<file path="src/rtl/core/spq4_pkg.sv">
// shared types and constants for the strict priority four class queue
package spq4_pkg;

    localparam int CLASS_COUNT = 4;
    localparam int CLASS_W     = 2;
    localparam int TICKET_W    = 16;
    localparam int MOD_W       = 11;
    localparam int WAIT_W      = 12;
    localparam int COUNT_W     = 7;
    localparam int PEAK_W      = 9;
    localparam int SERVED_W    = 32;
    localparam int MAXW_W      = 11;

    localparam int FIFO_DEPTH = 2;
    localparam int FIFO_PTR_W = $clog2(FIFO_DEPTH);
    localparam int FIFO_CNT_W = $clog2(FIFO_DEPTH + 1);

    localparam logic [1:0] OP_ARRIVE = 2'd0;
    localparam logic [1:0] OP_SERVE  = 2'd1;
    localparam logic [1:0] OP_REPORT = 2'd2;

    localparam logic [1:0] KIND_ARRIVE = 2'd0;
    localparam logic [1:0] KIND_SERVE  = 2'd1;
    localparam logic [1:0] KIND_REPORT = 2'd2;

    typedef struct packed {
        logic [1:0]  op;
        logic [15:0] ticket;
        logic [2:0]  class_code;
        logic [4:0]  hour;
        logic [5:0]  minute;
    } t_in_word;

    typedef struct packed {
        logic                     served;
        logic                     rejected;
        logic [TICKET_W-1:0]      ticket_out;
        logic [CLASS_W-1:0]       class_out;
        logic signed [WAIT_W-1:0] wait_minutes;
        logic [COUNT_W-1:0]       count_class0;
        logic [COUNT_W-1:0]       count_class1;
        logic [COUNT_W-1:0]       count_class2;
        logic [COUNT_W-1:0]       count_class3;
        logic [SERVED_W-1:0]      served_total;
        logic [PEAK_W-1:0]        peak_total;
        logic [MAXW_W-1:0]        max_wait;
    } t_out_word;

    typedef struct packed {
        logic [TICKET_W-1:0] ticket;
        logic [MOD_W-1:0]    mod;
    } t_slot;

    typedef struct packed {
        logic [1:0]          kind;
        logic [CLASS_W-1:0]  cls;
        logic [TICKET_W-1:0] ticket;
        logic [MOD_W-1:0]    mod;
    } t_cmd;

    typedef struct packed {
        logic full;
        logic empty;
    } t_fifo_status;

endpackage

</file>
<file path="src/rtl/core/spq4_cmd_fifo.sv">
// short command queue between front end and back end
module spq4_cmd_fifo (
    input  logic                    i_clk,
    input  logic                    i_rst_n,
    input  logic                    i_push,
    input  spq4_pkg::t_cmd          i_cmd,
    input  logic                    i_pop,
    output spq4_pkg::t_cmd          o_cmd,
    output spq4_pkg::t_fifo_status  o_status
);
    import spq4_pkg::*;

    t_cmd                  r_data [FIFO_DEPTH];
    logic [FIFO_PTR_W-1:0] r_wr_ptr;
    logic [FIFO_PTR_W-1:0] r_rd_ptr;
    logic [FIFO_CNT_W-1:0] r_count;

    always_ff @(posedge i_clk) begin
        if (i_push) begin
            r_data[r_wr_ptr] <= i_cmd;
        end
    end

    always_ff @(posedge i_clk) begin
        if (!i_rst_n) begin
            r_wr_ptr <= '0;
            r_rd_ptr <= '0;
            r_count  <= '0;
        end else begin
            if (i_push) begin
                r_wr_ptr <= r_wr_ptr + FIFO_PTR_W'(1);
            end
            if (i_pop) begin
                r_rd_ptr <= r_rd_ptr + FIFO_PTR_W'(1);
            end
            case ({i_push, i_pop})
                2'b10:   r_count <= r_count + FIFO_CNT_W'(1);
                2'b01:   r_count <= r_count - FIFO_CNT_W'(1);
                default: r_count <= r_count;
            endcase
        end
    end

    assign o_cmd          = r_data[r_rd_ptr];
    assign o_status.full  = (r_count == FIFO_CNT_W'(FIFO_DEPTH));
    assign o_status.empty = (r_count == '0);

endmodule

</file>
<file path="config.mk">
export PLATFORM = sky130hd
export DESIGN_NAME = spq4_cmd_fifo
export DESIGN_NICKNAME = d
export VERILOG_FILES = /design/src/rtl/core/spq4_pkg.sv /design/src/rtl/core/spq4_cmd_fifo.sv
export SDC_FILE = /design/constraint.sdc
export NUM_CORES = 1
export LEC_CHECK = 0
export ABC_AREA = 1
export BUFFER_PORTS_ARGS = -buffer_cell sky130_fd_sc_hd__buf_2
export CAP_MARGIN = 20
export CORE_MARGIN = 1.5
export CORE_UTILIZATION = 46
export CTS_CLUSTER_DIAMETER = 80
export DETAILED_ROUTE_END_ITERATION = 8
export GPL_TIMING_DRIVEN = 0
export PLACE_DENSITY = 0.74
export SETUP_SLACK_MARGIN = 0.05
export SYNTH_ARGS = -nofsm -noshare
export SYNTH_HDL_FRONTEND = slang
export SYNTH_SLANG_ARGS = --single-unit
</file>
<file path="constraint.sdc">
create_clock -name i_clk -period 2 [get_ports i_clk]
set_input_delay 0.1 -clock i_clk [delete_from_list [all_inputs] [get_ports i_clk]]
set_output_delay 0.1 -clock i_clk [all_outputs]
set_load 0.005 [all_outputs]
</file>
== Word level (Yosys, flattened, before mapping) ==
Memories as Yosys holds them, arrays and structs flattened. A register that Yosys moved wholly into a read port is not among the register bits.
Index checks and enable logic that the tools add are counted.
Word-level totals
  input bits: 35
  bits in latches: 0
  logic and storage cells: 18
  memories kept: 1
  flip-flop bits (word level): 4
  RAM bits: 62
  bits in read-only memories: 0
  output and inout port bits: 33
Operators by class
  multiplexer cells: 5
  bitwise logic cells: 0
  shift-type cells: 0
  multipliers: 0
  $add $sub $neg: 4
  $lt $le $gt $ge: 0
  reduce and logical (&&, ||, !) cells: 2
  divide/modulo/power cells: 0
  eq/ne operators: 3
Memories
  r_data: words 2, bits a word 31, rd ports 1, clocked after memory_dff 1, wr ports 1, RTL line spq4_cmd_fifo.sv:13  | t_cmd r_data [FIFO_DEPTH];
Operators with widths (count)
  equality test 2 bit (second input constant): 2
  two-way mux 1 bit: 4
  case mux 2 bit (2 select lines): 1
  adder 1 bit (second input constant): 2
  adder 2 x 1 -> 2 bit (second input constant): 1
  equality test 2 x 1 -> 1 bit (second input constant): 1
  zero test 2 bit: 1
  nonzero test 2 bit: 1
  subtractor 2 x 1 -> 2 bit (second input constant): 1

== Longest topological paths before layout ==
  word-level depth: 3
  mapped depth: 7
  gate-level depth less buffers: 7

== Least setup slack after synthesis ==
No wires, ideal clock.
  path kind: reg2reg
  from: register r_wr_ptr
  to: memory r_data[0][0] (netlist name) (enable)
  clock period less this slack: 2.055 ns
  setup slack: -0.055 ns
  stages on the path, launching flop included: 2
  arrival: 1.636 ns
  setup time: 0.420 ns
  path buffers: 0
  required time: 1.580 ns
  cell sequence: dfxtp_1 nor2_1
RTL lines
  from (decl): RTL line spq4_cmd_fifo.sv:14  | logic [FIFO_PTR_W-1:0] r_wr_ptr;
  from (signal assigned): RTL line spq4_cmd_fifo.sv:31  | r_wr_ptr <= r_wr_ptr + FIFO_PTR_W'(1);
  to (decl): RTL line spq4_cmd_fifo.sv:13
Straight into the memory's write port.

== Worst setup path after layout ==
  from: register r_wr_ptr
  to: memory r_data[1][30] (netlist name) (enable)
Straight into the memory's write port.

==> impl_metrics.json <==
{
  "outcome": "completed",
  "ys_types": 11,
  "ant_nets": 0,
  "utilization": 0.665,
  "crit_fanout": 16,
  "powerDensity_nw_per_um2": 872,
  "grt_pass1_vias": 1495,
  "vias_per_cell": 4.68,
  "setup.worst_path.start": "r_wr_ptr",
  "ys_seq_elements": 67,
  "num_rows": 26,
  "clk_latency_ps": 320,
  "placed_cells": 269,
  "worstPathCellList": "nand2_1 > inv_1 > buf_16",
  "maxSlewViolCount": 0,
  "start_util": 0.481,
  "min_period_over_period": 0.772,
  "critical_path_arrival_ps": 1570,
  "cts_inserted_buffers": 9,
  "clock-sinks": 67,
  "place_congestion": 0.659,
  "leakage_nw": 1.34,
  "finalClockSkew_ps": 4.57,
  "cp_num_cells": 3,
  "cts_root_buffer": "clkbuf_8",
  "setup-violations-final": 0,
  "worst_slack_ps": 456,
  "path_clk_slew_ps": 70,
  "hold_depth": 3,
  "cts_setup_buffers": 0,
  "required_ps": 2030,
  "cpMaxStageDelayCell": "inv_1",
  "fin_crit_ps": 1540,
  "num_vias": 1478,
  "diodes": 0,
  "die_height_um": 76.3,
  "die_w_um": 76.3,
  "max_freq_ghz": 0.648,
  "reg2reg_depth": 3,
  "min_from": "i_rst_n",
  "r2r-start": "r_wr_ptr",
  "ys_warn_count": 0,
  "cap_violations": 0,
  "finalNetCount": 277,
  "syn_to_final_growth_pct": 38.3,
  "worstSetupPathType": "reg -> reg",
  "postSynthCellCount": 131,
  "critPathLaunchType": "register",
  "dpl_cell_area_sq_um": 2930,
  "hold_viol_final": 0,
  "cp_top_family": "buffers and inverters",
  "rsz0062_at_grt": "false",
  "crit_path_max_incr_delay_ps": 530,
  "yosysSeqAreaShare": 0.794,
  "pin_count": 68,
  "ctsLongestPathBuffers": 2,
  "final_cell_area_sq_um": 3420,
  "ir_worst_vdd_v": 0.000539,
  "path_buf_inv": 2,
  "syn-num-nets": 167,
  "htree_levels": 3,
  "drc": 0,
  "synth_area_per_cell_sq_um": 18.9,
  "hpwl_mm": 2.66,
  "io_buffer_count": 67,
  "drive_gt1_frac": 0.463,
  "yosysTopAreaCell": "edfxtp_1",
  "fin_setup_tns_ps": 0,
  "antenna_found_initial": 0,
  "tightestPinTransition_ps": 921,
  "synthTopCellsByArea": "edfxtp_1, mux2_2, dfxtp_1",
  "mostFrequentLayoutCell": "buf_2",
  "fp.coreArea_sq_um": 5140,
  "drtPass1Iterations": 4,
  "slew_headroom": 0.385,
  "fin_cells": 316,
  "hold_slack_ps": 34.1,
  "netlist_area_sq_um": 2470,
  "crit_path_end_kind": "register",
  "routed_wl_mm": 4.30,
  "globalRoute.totalOverflow": 0,
  "drt_iter0_drc": 90,
  "grt_usage": 0.157,
  "netlist.area_leader.share": 0.753,
  "die_area_sq_um": 5820,
  "p_total_mw": 2.98,
  "tritoncts": "built",
  "pre_cts_slack_ps": 446,
  "grt_pass1_wl_mm": 6.78,
  "grt_max_degree": 32,
  "wl_per_cell_um": 13.6,
  "layout_common_cells": "buf_2, edfxtp_1, mux2_2, dlygate4sd3_1, nor2_1",
  "hold_class": "in -> reg"
}
==> power by group <==
| group | total, mW | leakage [nW] | switching, mW | internal (mW) |
|---|---|---|---|---|
| Sequential | 1.64 | 0.624 | 0.0242 | 1.62 |
| Combinational | 0.320 | 0.626 | 0.138 | 0.182 |
| Clock | 1.02 | 0.0890 | 0.446 | 0.572 |
==> registers in the layout, indices dropped and copies added, names as in the netlist, named ones only <==
name	flops
r_count	2
r_data	62
r_rd_ptr	1
r_wr_ptr	1
==> kinds of logic after synthesis <==
| group | synth area share |
|---|---|
| buffers and inverters | 0.0228 |
| AO/OA/AOI/OAI | 0.00405 |
| AND/OR/NAND/NOR | 0.0329 |
| adder cells (fa/ha/maj) | 0.00506 |
| multiplexers | 0.141 |
| flip-flops | 0.794 |
==> worst min-delay path, stage by stage <==
cell	delay [ps]
buf_2	120
nand2_1	60
nor2_1	30
==> per-layer routing <==
| metal | vias to the layer above | GRT usage | part of all wire |
|---|---|---|---|
| li1 | 709 | - | - |
| met1 | 719 | 0.171 | 0.39 |
| met2 | 42 | 0.280 | 0.55 |
| met3 | 8 | 0.0263 | 0.031 |
| met4 | 0 | 0.107 | 0.025 |
| met5 | - | 0 | 0 |
==> path summary, 6_finish.rpt <==
| path | end | slack (ps) |
|---|---|---|
| worst max-delay path | r_data[1][30] | 460 |
| worst max register to register | r_data[1][30] | 460 |
| worst min-delay path | r_count[1] | 30 |
| worst min register to register | register | 510 |
==> synthesized netlist by cell type <==
cell type	n
edfxtp_1	62
mux2_2	31
nor2_1	12
nand2_1	8
inv_1	6
dfxtp_1	5
buf_6	3
a21oi_1	1
ha_1	1
nand4_1	1
o21ai_0	1
==> repair_timing <==
item | in CTS | in global routing
resized for setup | 0 | 0
hold buffers | 31 | 0
endpoints found under the hold margin | 62 | 0
==> area by class of cell <==
cell class	count	area [sq um]
Buffer	3	33.8
Inverter	6	22.5
Multi-Input combinational cell	55	460
Clock inverter	3	38.8
Fill cell	405	1720
Tap cell	70	87.6
Sequential cell	67	1960
Clock buffer	13	139
Timing Repair Buffer	99	673
No activity file was read; power rests on OpenSTA's default activity.
