$ cat src/rtl/core/spq4_pkg.sv
// shared types and constants for the strict priority four class queue
package spq4_pkg;

    localparam int CLASS_COUNT = 4;
    localparam int CLASS_W     = 2;
    localparam int TICKET_W    = 16;
    localparam int MOD_W       = 11;
    localparam int WAIT_W      = 12;
    localparam int COUNT_W     = 7;
    localparam int PEAK_W      = 9;
    localparam int SERVED_W    = 32;
    localparam int MAXW_W      = 11;

    localparam int FIFO_DEPTH = 2;
    localparam int FIFO_PTR_W = $clog2(FIFO_DEPTH);
    localparam int FIFO_CNT_W = $clog2(FIFO_DEPTH + 1);

    localparam logic [1:0] OP_ARRIVE = 2'd0;
    localparam logic [1:0] OP_SERVE  = 2'd1;
    localparam logic [1:0] OP_REPORT = 2'd2;

    localparam logic [1:0] KIND_ARRIVE = 2'd0;
    localparam logic [1:0] KIND_SERVE  = 2'd1;
    localparam logic [1:0] KIND_REPORT = 2'd2;

    typedef struct packed {
        logic [1:0]  op;
        logic [15:0] ticket;
        logic [2:0]  class_code;
        logic [4:0]  hour;
        logic [5:0]  minute;
    } t_in_word;

    typedef struct packed {
        logic                     served;
        logic                     rejected;
        logic [TICKET_W-1:0]      ticket_out;
        logic [CLASS_W-1:0]       class_out;
        logic signed [WAIT_W-1:0] wait_minutes;
        logic [COUNT_W-1:0]       count_class0;
        logic [COUNT_W-1:0]       count_class1;
        logic [COUNT_W-1:0]       count_class2;
        logic [COUNT_W-1:0]       count_class3;
        logic [SERVED_W-1:0]      served_total;
        logic [PEAK_W-1:0]        peak_total;
        logic [MAXW_W-1:0]        max_wait;
    } t_out_word;

    typedef struct packed {
        logic [TICKET_W-1:0] ticket;
        logic [MOD_W-1:0]    mod;
    } t_slot;

    typedef struct packed {
        logic [1:0]          kind;
        logic [CLASS_W-1:0]  cls;
        logic [TICKET_W-1:0] ticket;
        logic [MOD_W-1:0]    mod;
    } t_cmd;

    typedef struct packed {
        logic full;
        logic empty;
    } t_fifo_status;

endpackage

$ cat src/rtl/core/spq4_front.sv
// front end: accepts input words and turns them into queue commands
module spq4_front (
    input  logic                    i_in_valid,
    input  spq4_pkg::t_in_word      i_in_word,
    input  spq4_pkg::t_fifo_status  i_fifo_status,
    output logic                    o_in_stall,
    output logic                    o_push,
    output spq4_pkg::t_cmd          o_cmd
);
    import spq4_pkg::*;

    logic [MOD_W-1:0] now_mod;

    // hour * 60 + minute as 64h - 4h + minute
    assign now_mod = (MOD_W'(i_in_word.hour) << 6) - (MOD_W'(i_in_word.hour) << 2)
                   + MOD_W'(i_in_word.minute);

    assign o_in_stall = i_fifo_status.full;
    assign o_push     = i_in_valid && !i_fifo_status.full;

    always_comb begin
        o_cmd.cls    = i_in_word.class_code[CLASS_W-1:0];
        o_cmd.ticket = i_in_word.ticket;
        o_cmd.mod    = now_mod;
        case (i_in_word.op)
            OP_ARRIVE: begin
                // an arrival with a class above three becomes a report and changes nothing
                o_cmd.kind = i_in_word.class_code[2] ? KIND_REPORT : KIND_ARRIVE;
            end
            OP_SERVE: begin
                o_cmd.kind = KIND_SERVE;
            end
            default: begin
                o_cmd.kind = KIND_REPORT;
            end
        endcase
    end

endmodule

$ cat config.mk
export PLATFORM = sky130hd
export DESIGN_NAME = spq4_front
export DESIGN_NICKNAME = d
export VERILOG_FILES = /design/src/rtl/core/spq4_pkg.sv /design/src/rtl/core/spq4_front.sv
export SDC_FILE = /design/constraint.sdc
export NUM_CORES = 1
export LEC_CHECK = 0
export BUFFER_PORTS_ARGS = -buffer_cell sky130_fd_sc_hd__buf_2
export CAP_MARGIN = 20
export CORE_UTILIZATION = 31
export DETAILED_ROUTE_END_ITERATION = 10
export PLACE_DENSITY = 0.82
export SETUP_SLACK_MARGIN = 0.2
export SYNTH_ARGS = -nofsm -noshare
export SYNTH_HDL_FRONTEND = slang
export SYNTH_SLANG_ARGS = --single-unit
$ cat constraint.sdc
create_clock -name vclk -period 2.4
set_input_delay 0.24 -clock vclk [all_inputs]
set_output_delay 0.24 -clock vclk [all_outputs]
set_load 0.02 [all_outputs]
## Yosys cells after proc, flatten, opt, wreduce, memory -nomap -nowiden

Cells that the tools add are included.

| storage, ports and cells | value |
|---|---|
| logic and storage cells | 8 |
| bits in registers | 0 |
| input bits | 35 |

| cells by class | value |
|---|---|
| reductions and logical operators | 3 |
| equality and inequality tests | 1 |
| add/subtract/negate cells | 2 |
| mux-type cells | 2 |

Operator list:

| operator | count |
|---|---|
| adder 11 x 6 -> 11 bit | 1 |
| subtractor 11 x 7 -> 11 bit | 1 |
| case mux 2 bit (2 select lines) | 1 |
| == test 2 x 1 -> 1 bit, second input constant | 1 |
| logical NOT 2 bit | 1 |
| 2-to-1 mux 2 bit | 1 |
| logical AND 1 bit | 1 |
| logical NOT 1 bit | 1 |

## Logic depth before layout (Yosys ltp)

| depth | value |
|---|---|
| depth in word-level cells | 2 |
| depth in mapped cells | 6 |
| gate-level depth less buffers | 6 |

## Worst setup path before layout

No wires, ideal clock.

| path | value |
|---|---|
| kind | input port to output port |
| start | input port i_in_word[8] (netlist name) |
| end | output port o_cmd[10] (netlist name) |
| required time | 2.160 ns |
| setup slack | 0.395 ns |
| arrival time | 1.765 ns |
| path buffers | 0 |
| stages | 6 |
| path through | inv_1 -> ha_1 -> or3_2 -> o221a_4 -> a2111oi_4 -> xnor2_1 |

RTL lines:

| item | line | source |
|---|---|---|
| start, declared | spq4_front.sv:4 | `input spq4_pkg::t_in_word i_in_word,` |
| end, declared | spq4_front.sv:8 | `output spq4_pkg::t_cmd o_cmd` |

==> flow_summary.rst <==
.. list-table::
   :header-rows: 1

   * - Metric
     - Value
   * - Run status
     - finished, final reports clean
   * - Chip height
     - 39.7 µm
   * - Syn nets
     - 97
   * - Share of the yosys chip area belonging to registers
     - 0%
   * - Classification of the worst-slack hold path
     - in2out
   * - Routability congestion estimate from global placement
     - 0.552
   * - Layout clock buffer count
     - 0
   * - Chain of cells forming the critical path
     - buf_2 -> inv_1 -> ha_2 -> or3_2 -> o221a_4 -> a211oi_1 -> xnor2_1 -> buf_2
   * - Unique masters post-synth
     - 19
   * - Number of failing setup endpoints in the final timing report
     - 0
   * - Initial cell density of the core
     - between 30% and 40%
   * - Number of hold-slack violations in the final timing report
     - 0
   * - Crit start category
     - primary input
   * - Maximum number of pins on one net before global-route repair
     - 6
   * - Final Slew Violations
     - 0
   * - Hold Path Sink
     - o_cmd[17]
   * - Worst hold path depth
     - 0
   * - Number of violations reported at the end of detailed-routing iteration 0
     - 3
   * - Leading cell type in the layout, fill and taps excluded
     - buf_2
   * - Minimum clock period after layout
     - 2.09 ns
   * - Via count of the first global-routing pass
     - around 250
   * - Core Region
     - between 0.001 and 0.0015 mm²
   * - Global routing usage summed across all routing layers
     - under 10%
   * - Max FO, Critical Path
     - 4
   * - Final-layout fill cell count
     - 150
   * - Congestion Overflow GR
     - 0
   * - Post-Syn Area per Cell
     - between 7 and 8 µm²
   * - RSZ-0062 raised after global routing
     - true
   * - Category of the critical setup timing path
     - in2out
   * - Seq Cell Count
     - 0
   * - Most frequent cells in the layout
     - buf_2, inv_1, xnor2_1
   * - Average routed wire per standard cell
     - a little over 9 µm
   * - Detailed-route DRC error count
     - 0
   * - Routed wire length on met3
     - between 80 and 90 µm
   * - Wire length of the first global-routing pass
     - about 1.1 mm
   * - Total buffers and inverters traversed by the critical path
     - 3
   * - # Max-Cap Violations
     - 0
   * - Cell with the biggest individual delay on the critical path
     - or3_2
   * - Total half-perimeter wirelength after legalization and detailed placement
     - approximately 630 µm
   * - Register area
     - 0 µm²
   * - Leakage dissipation
     - 0.250 nW
   * - CP dominant cell by count
     - buf_2
   * - Final Cycle Share
     - between 80% and 90%
   * - Horizontal extent of the die
     - 39.7 µm
   * - Family with the most delay on the worst path
     - simple AND/OR/NAND/NOR gates
   * - Largest stage delay on the critical path
     - ~0.5 ns
   * - PD cells
     - 334 mW/mm²
   * - Die area
     - ~0.0016 mm²
   * - Net count reported at finish
     - between 100 and 150
   * - Met2 wire len
     - 353 µm
   * - Max-Slew Margin vs Limit
     - around 83%
   * - Number of buffers added to fix hold violations after cts
     - 0
   * - Final routed wirelength across all metal layers
     - between 700 and 800 µm
   * - Antenna violations before repair
     - 0
   * - Maximum frequency from static timing analysis
     - 478 MHz
   * - Count of antenna diodes in the layout
     - 0
   * - Multi-input gate area
     - around 280 µm²
   * - Top-Level Pins
     - 68
   * - Via count normalized by instance count
     - roughly 4.5
   * - Cell Rows
     - 13
   * - P&R area growth vs syn
     - 5.67%
   * - Routed Antenna Nets
     - 0
   * - Final core occ
     - between 30% and 40%
   * - Synth Instances
     - 57
   * - HP Start
     - i_in_word[20]
   * - Port Buf Inserts
     - 27
   * - Required time worst endpoint
     - around 2.2 ns
   * - Routed length on met1
     - approximately 270 µm
   * - Worst endpoint data arrival time
     - between 1.5 and 2 ns
   * - Worst supply voltage drop on vdd
     - 117 µV
   * - Via count
     - roughly 350
   * - Mapped Area
     - about 440 µm²
   * - Worst Max-Slew Pin Slew
     - around 0.25 ns
   * - Post-Route Setup TNS
     - 0 ns
   * - Critical Path End Type
     - output pin
   * - Proportion of layout cells with a drive suffix above 1
     - between 50% and 60%
   * - Uppermost layer routed
     - met4
   * - Count of warnings emitted by yosys
     - 0
   * - First-pass detailed-route iteration total
     - 4
-- metrics by stage --
| stage | hold WS (ns) | cell area [µm²] | worst slack [ns] | power, mW | instances |
|---|---|---|---|---|---|
| 6_report | 0.480 | 467 | 0.306 | 0.156 | 79 |
| 5_1_grt | 0.480 | 467 | 0.186 | 0.171 | 79 |
| 4_1_cts | 0.480 | 460 | 0.205 | 0.155 | 79 |
| 3_5_place_dp | 0.480 | 438 | 0.149 | 0.148 | 78 |
| 3_3_place_gp | 0.480 | 438 | 0.172 | 0.145 | 78 |
| 2_1_floorplan | 0.555 | 442 | 0.395 | 0.151 | 57 |
-- layer usage --
metal,vias to the layer above,track usage [%]
met4,0,8.62
met1,141,9.54
met2,21,18.0
li1,179,-
met5,-,0
met3,12,0.568
-- cell usage after synthesis --
library cell | instances | share of area (%)
inv_1 | 7 | 6.0
o21a_1 | 1 | 1.7
buf_4 | 21 | 36
nor2b_1 | 1 | 1.4
nor3_1 | 1 | 1.1
o21ai_0 | 1 | 1.1
or2_2 | 1 | 1.4
a21o_1 | 1 | 1.7
o221a_4 | 1 | 4.5
a2111oi_4 | 1 | 6.2
nor2_1 | 3 | 2.5
xor2_1 | 2 | 4.0
xnor2_1 | 5 | 9.9
a211oi_1 | 1 | 1.7
or3_2 | 1 | 1.7
or3_1 | 1 | 1.4
ha_1 | 5 | 14
nand2b_1 | 1 | 1.4
a21oi_1 | 2 | 2.3
-- area by class of cell --
class                           instances  share of cell area (%)
Multi-Input combinational cell         29                    59.2
Timing Repair Buffer                   28                    31.1
Inverter                                7                    5.63
Tap cell                               15                    4.02
-- worst max-delay path by stage --
stage | startpoint | endpoint | depth (start not counted) | slack (ns)
finish | i_in_word[9] | o_cmd[9] | 8 | 0.31
global route | i_in_word[9] | o_cmd[9] | 8 | 0.19
CTS | i_in_word[8] | o_cmd[10] | 8 | 0.20
detailed placement | i_in_word[8] | o_cmd[10] | 8 | 0.15
global placement | i_in_word[8] | o_cmd[10] | 8 | 0.17
floorplan | i_in_word[8] | o_cmd[10] | 6 | 0.39
-- power by group --
group / switching, mW / internal (mW)
logic: 0.0886 / 0.0670
registers: 0 / 0
clock network: 0 / 0
total: 0.0886 / 0.0670
-- logic make-up (layout without fill, tap and decap cells) --
group,Yosys count,count (layout),share of synthesized area [%]
buffers and inverters,28,35,41.6
and+or+nand+nor,9,9,11.1
AOI/OAI and AO/OA,8,8,19.3
xor gates and xnor gates,7,7,13.9
adders and majority gates,5,5,14.2
-- what timing repair did --
action | 4_1_cts | 5_1_grt
resized for setup | 2 | 3
pin swaps | 1 | 2
setup buffers | 1 | 0
endpoints found under the setup margin | 2 | 3
Power figures use the tool's default switching activity.
